### src/rtl/core/mdtb_pkg.sv
// mdtb_pkg: shared types and constants for the decision tree builder
// no dependencies
`default_nettype none
package mdtb_pkg;
  localparam int unsigned StoreDepth = 243;
  localparam int unsigned NodeDepth = 63;

  typedef struct packed {
    logic       is_leaf;
    logic       leaf_value;
    logic [2:0] split_var;
    logic [5:0] child_zero;
    logic [5:0] child_one;
  } node_t;

  typedef enum logic [2:0] {
    CMD_NONE,
    CMD_LOAD,
    CMD_PLAN,
    CMD_TREE_INIT,
    CMD_TREE,
    CMD_EMIT
  } cmd_t;

  typedef struct packed {
    logic plan_done;
    logic tree_done;
    logic emit_done;
  } status_t;

  function automatic logic [7:0] pow3(input logic [2:0] k);
    logic [7:0] r;
    unique case (k)
      3'd0: r = 8'd1;
      3'd1: r = 8'd3;
      3'd2: r = 8'd9;
      3'd3: r = 8'd27;
      3'd4: r = 8'd81;
      3'd5: r = 8'd243;
      default: r = 8'd1;
    endcase
    return r;
  endfunction
endpackage
`default_nettype wire

### src/rtl/core/mdtb_ctrl.sv
// mdtb_ctrl: sequencer for load, plan pass, tree walk and node emission
// depends on mdtb_pkg
`default_nettype none
module mdtb_ctrl import mdtb_pkg::*; (
  input  wire logic    clk,
  input  wire logic    rst,
  input  wire logic    start,
  input  wire status_t status,
  output cmd_t         cmd,
  output logic         busy
);
  typedef enum logic [2:0] {S_IDLE, S_PLAN, S_TINIT, S_TREE, S_EMIT} state_t;
  state_t state;

  always_comb begin
    unique case (state)
      S_IDLE:  cmd = (start) ? CMD_LOAD : CMD_NONE;
      S_PLAN:  cmd = CMD_PLAN;
      S_TINIT: cmd = CMD_TREE_INIT;
      S_TREE:  cmd = CMD_TREE;
      S_EMIT:  cmd = CMD_EMIT;
      default: cmd = CMD_NONE;
    endcase
  end

  always_ff @(posedge clk) begin
    if (rst) begin
      state <= S_IDLE;
      busy <= 1'b0;
    end else begin
      unique case (state)
        S_IDLE: if (start) begin state <= S_PLAN; busy <= 1'b1; end
        S_PLAN: if (status.plan_done) state <= S_TINIT;
        S_TINIT: state <= S_TREE;
        S_TREE: if (status.tree_done) state <= S_EMIT;
        S_EMIT: if (status.emit_done) begin state <= S_IDLE; busy <= 1'b0; end
        default: state <= S_IDLE;
      endcase
    end
  end

`ifndef ASSERT_OFF
  a_busy: assert property (@(posedge clk) disable iff (rst)
    (state != S_IDLE) == busy) else $error("busy mismatch");
  a_start: assert property (@(posedge clk) disable iff (rst)
    (state == S_IDLE && start) |=> state == S_PLAN) else $error("no plan after start");
  a_emit: assert property (@(posedge clk) disable iff (rst)
    (state == S_EMIT && status.emit_done) |=> !busy) else $error("busy after emit");
`endif
endmodule
`default_nettype wire

### config.mk
export PLATFORM = sky130hd
export DESIGN_NAME = mdtb_ctrl
export DESIGN_NICKNAME = d
export VERILOG_FILES = /design/src/rtl/core/mdtb_pkg.sv /design/src/rtl/core/mdtb_ctrl.sv
export SDC_FILE = /design/constraint.sdc
export NUM_CORES = 1
export LEC_CHECK = 0
export BUFFER_PORTS_ARGS = -buffer_cell sky130_fd_sc_hd__buf_2
export CAP_MARGIN = 40
export CORE_AREA = 3 3 40 42
export CTS_BUF_LIST = sky130_fd_sc_hd__clkbuf_8
export CTS_CLUSTER_DIAMETER = 100
export DETAILED_ROUTE_END_ITERATION = 16
export DIE_AREA = 0 0 43 45
export PLACE_DENSITY = 0.5
export RECOVER_POWER = 100
export SLEW_MARGIN = 25
export SYNTH_ARGS = -nofsm -noshare
export SYNTH_HDL_FRONTEND = slang
export SYNTH_SLANG_ARGS = --single-unit
### constraint.sdc
create_clock -name clk -period 1.75 [get_ports clk]
set_input_delay 0.35 -clock clk [delete_from_list [all_inputs] [get_ports clk]]
set_output_delay 0.35 -clock clk [all_outputs]
set_load 0.01 [all_outputs]
==> Yosys cells after proc, flatten, opt, wreduce, memory -nomap -nowiden <==
Cells that the tools add are included.
{ "totals": {"register_bits": 4, "input_bits": 6, "output_inout_bits": 4} }
{ "op_classes": {"eq_ne": 8, "mux": 10, "reduce_logical": 4} }
{ "ops": {"columns": ["op", "n"], "rows": [
  ["case mux 3 bit (5 select lines)", 2],
  ["two-way mux 3 bit", 4],
  ["inequality test 2 bit (second input constant)", 4],
  ["equality test 3 x 2 -> 1 bit (second input constant)", 2],
  ["AND reduction 4 bit", 1],
  ["equality test 3 x 1 -> 1 bit (second input constant)", 1],
  ["equality test 3 bit (second input constant)", 1],
  ["logical NOT 3 bit", 1],
  ["two-way mux 1 bit", 3],
  ["AND reduction 3 bit", 1],
  ["case mux 1 bit (2 select lines)", 1],
  ["nonzero test 2 bit", 1]
]} }

==> Depth between registers and ports, before layout <==
{ "depth": {"ltp_word": 3, "mapped_depth": 4, "depth_no_buf": 3} }

==> Worst setup path after synthesis <==
No wires, ideal clock.
{ "synth_path": {"kind": "flip-flop to output port", "startpoint": "reg state[2]", "endpoint": "out cmd[0]", "arrival_time_ps": 863, "slack_ps": 537, "stages_incl_launch_ff": 4, "n_path_buf": 1, "path_cell_list": "dfxtp_1 buf_2 nor3_1 a211oi_1"} }
{ "synth_between": {"elab_chain_cells": 2, "elab_cells_between_ends": 6} }
{ "synth_lines": {"columns": ["item", "line", "text"], "rows": [
  ["start, declared", "mdtb_ctrl.sv:13", "state_t state;"],
  ["start signal, assigned", "mdtb_ctrl.sv:28", "state <= S_IDLE;"],
  ["start signal, assigned", "mdtb_ctrl.sv:32", "S_IDLE: if (start) begin state <= S_PLAN; busy <= 1'b1; end"],
  ["start signal, assigned", "mdtb_ctrl.sv:33", "S_PLAN: if (status.plan_done) state <= S_TINIT;"],
  ["equality test 3 bit, or another cell as far along", "mdtb_ctrl.sv:16", "unique case (state)"],
  ["case mux 3 bit (5 select lines) *", "mdtb_ctrl.sv:16", null],
  ["end, declared", "mdtb_ctrl.sv:9", "output cmd_t cmd,"]
]} }
Every way passes the cells marked *; elsewhere a longest branch is shown, timed or not.

==> Worst setup path after layout <==
{ "layout_path": {"startpoint": "reg state[1]", "endpoint": "out cmd[0]"} }
Same word-level chain as after synthesis.

==> flow_summary.toml <==
[worst_setup_path]
critPathRequiredTime_ps = 1400
critPathBufInv = 1
slowest_delay_ps = 570
startpoint = "state[1]$_SDFFE_PP0P_"
worstSetupStartpointType = "register"
cp_top_family = "flip-flops"
endpoint_kind = "primary output"
worst-setup-path-type = "reg2out"
critPathMaxFanout = 9
cp.arrival_ps = 1240
crit_chain = "nor3_1, a211oi_1, clkbuf_1"
r2r_slack_ps = 600
rr_worst_depth = 3
r2r-end = "state[0]$_SDFFE_PP0P_"
r2r-start = "state[0]$_SDFFE_PP0P_"
critPathSlowestCell = "dfxtp_1"

[clocking]
ctsHoldBuffers = 0
post_cts_buffers = 0
root_buffer = "clkbuf_8"
cts_resized = 0
clk_path_buf_depth = 2
cts_tree = "done"
numCtsBuffers = 3
clk_pin_slew_ps = 30
cts.sinks = 4
htreeDepth = 1
clk_latency_ps = 210

[yosys]
syn-num-nets = 35
synthAdderAreaFrac_pct = 0
synth-xor-area-share_pct = 3.14
synth_edf_count = 0
synthFlopType = "dfxtp_1"
ys_seq_elements = 4
netlist_area_um2 = 279
avgSynthCellArea_um2 = 9.62
synth_compound_area_share_pct = 23.8
syn_inst = 29
ys_warn_count = 0
ys_seq_area_share_pct = 28.7
synthSimpleGateAreaFrac_pct = 29.6
synth_top_area_share_pct = 28.7
synth_top_area_cell = "dfxtp_1"
synthTopCellsByArea = "dfxtp_1, a2111oi_4, and3_4"
synth_mux_area_share_pct = 3.59
synth_top_family_by_area = "simple AND/OR/NAND/NOR gates"
ys_types = 18
synthArstFlopShare_pct = 0

[finish]
drive_gt1_share_pct = 28.9
post_layout_nonfiller_instances = 53
final_common_cell = "buf_2"
nets = 46
syn_to_final_growth_pct = 22.4
final_cell_mix = "buf_2, dfxtp_1, clkbuf_1"
diodes = 0
final_util_pct = 26.6

[die]
start_util_pct = 21.7
die_w_um = 43
fp.dieH_um = 45
core_area_mm2 = 0.00128
ios = 10
rows = 13
die_area_mm2 = 0.00194

[placement]
numPortBuffers = 9
place_congestion = 0.701
dp_cells = 50
dp_slack_ps = 396

[route]
drc_errors = 0
wirelength_um = 547
route.vias.total = 241
first_iter_violations = 6
routedWlPerCell_um = 10.3
dr.pass1.iters = 2
via_per_inst = 4.55
postRouteAntennaNets = 0

[min_path]
hold_class = "in2reg"
hold-path-endpoint = "state[2]$_SDFFE_PP0P_"
min_delay_path_depth = 2
holdCritStartpoint = "rst"

[power_and_ir_drop]
p_leak_nw = 0.131
power_density_mw_per_mm2 = 1070
ir_drop_mv = 0.504

[grt]
grt_max_degree = 11
antenna_found_initial = 0
gr-total-overflow = 0
first_global_vias = 243
grt_pass1_wl_um = 993
grt_use_total_pct = 7.74

[sta]
tightest_slew_ps = 440
relSlewSlack_pct = 70.6
fin_crit_sh_pct = 90.8
tns_ps = 0
fin_skew_ps = 1.93
worst_slack_ps = 162
hold_viol_final = 0
period_minus_slack_ps = 1590
rsz0062_at_grt = "false"
setup_viol_count_final = 0
fin_hold_ws_ps = 384
drv_slew = 0
fmax_mhz = 630

[run_status]
status = "complete, no violations"

[flow_run]
max_cap_violations = 0
## final cells by class
| type | count | area (µm²) |
|---|---|---|
| multi-input cells | 21 | 158 |
| well taps | 15 | 18.8 |
| inverters | 1 | 3.75 |
| fillers | 141 | 943 |
| flip-flops and latches | 4 | 80.1 |
| repair buffers | 9 | 40.0 |
| clock buffers | 3 | 41.3 |
## state kept, by name (all words and copies together), names as in the netlist
signal / cells
busy: 1
state: 3
## routing by layer
metal	global-route usage [%]	part of all wire [%]	vias up
li1	-	-	122
met1	6.99	41	108
met2	12.0	46	9
met3	5.98	9.5	2
met4	5.42	2.9	0
met5	0	0	-
## worst max path at each step
stage               depth (start not counted)  slack [ps]     end
global placement                            3         400  cmd[0]
CTS                                         3         170  cmd[0]
floorplan                                   3         540  cmd[0]
detailed placement                          3         400  cmd[0]
global route                                3          50  cmd[2]
finish                                      3         160  cmd[0]
## kinds of logic after synthesis
family                 after synthesis
AO/OA/AOI/OAI                        7
XOR/XNOR                             1
buffers and inverters                4
flip-flops                           4
multiplexers                         1
AND/OR/NAND/NOR                     12
## Yosys cell counts (2+ instances only)
cell / instances
and3_4: 2
nand2_1: 2
nor2_1: 3
a21oi_1: 2
buf_6: 2
nor3_1: 3
dfxtp_1: 4
## report_power, final
group	leakage (nW)	switching, mW	internal, mW
Combinational	0.0760	0.0296	0.0303
Sequential	0.0330	0.0186	0.0993
Clock	0.0216	0.0420	0.146
## through the flow
stage / power, mW / area (µm²)
5_1_grt: 0.394 / 342
3_5_place_dp: 0.184 / 315
3_3_place_gp: 0.184 / 315
4_1_cts: 0.378 / 357
6_report: 0.366 / 342
2_1_floorplan: 0.169 / 279
## worst reg2reg max path: cells and delay by family (launching register included)
family,cells,cell delay [ps]
AO/OA/AOI/OAI,1,110
flip-flops,1,580
AND/OR/NAND/NOR,2,350
(Power assumes the default switching activity.)
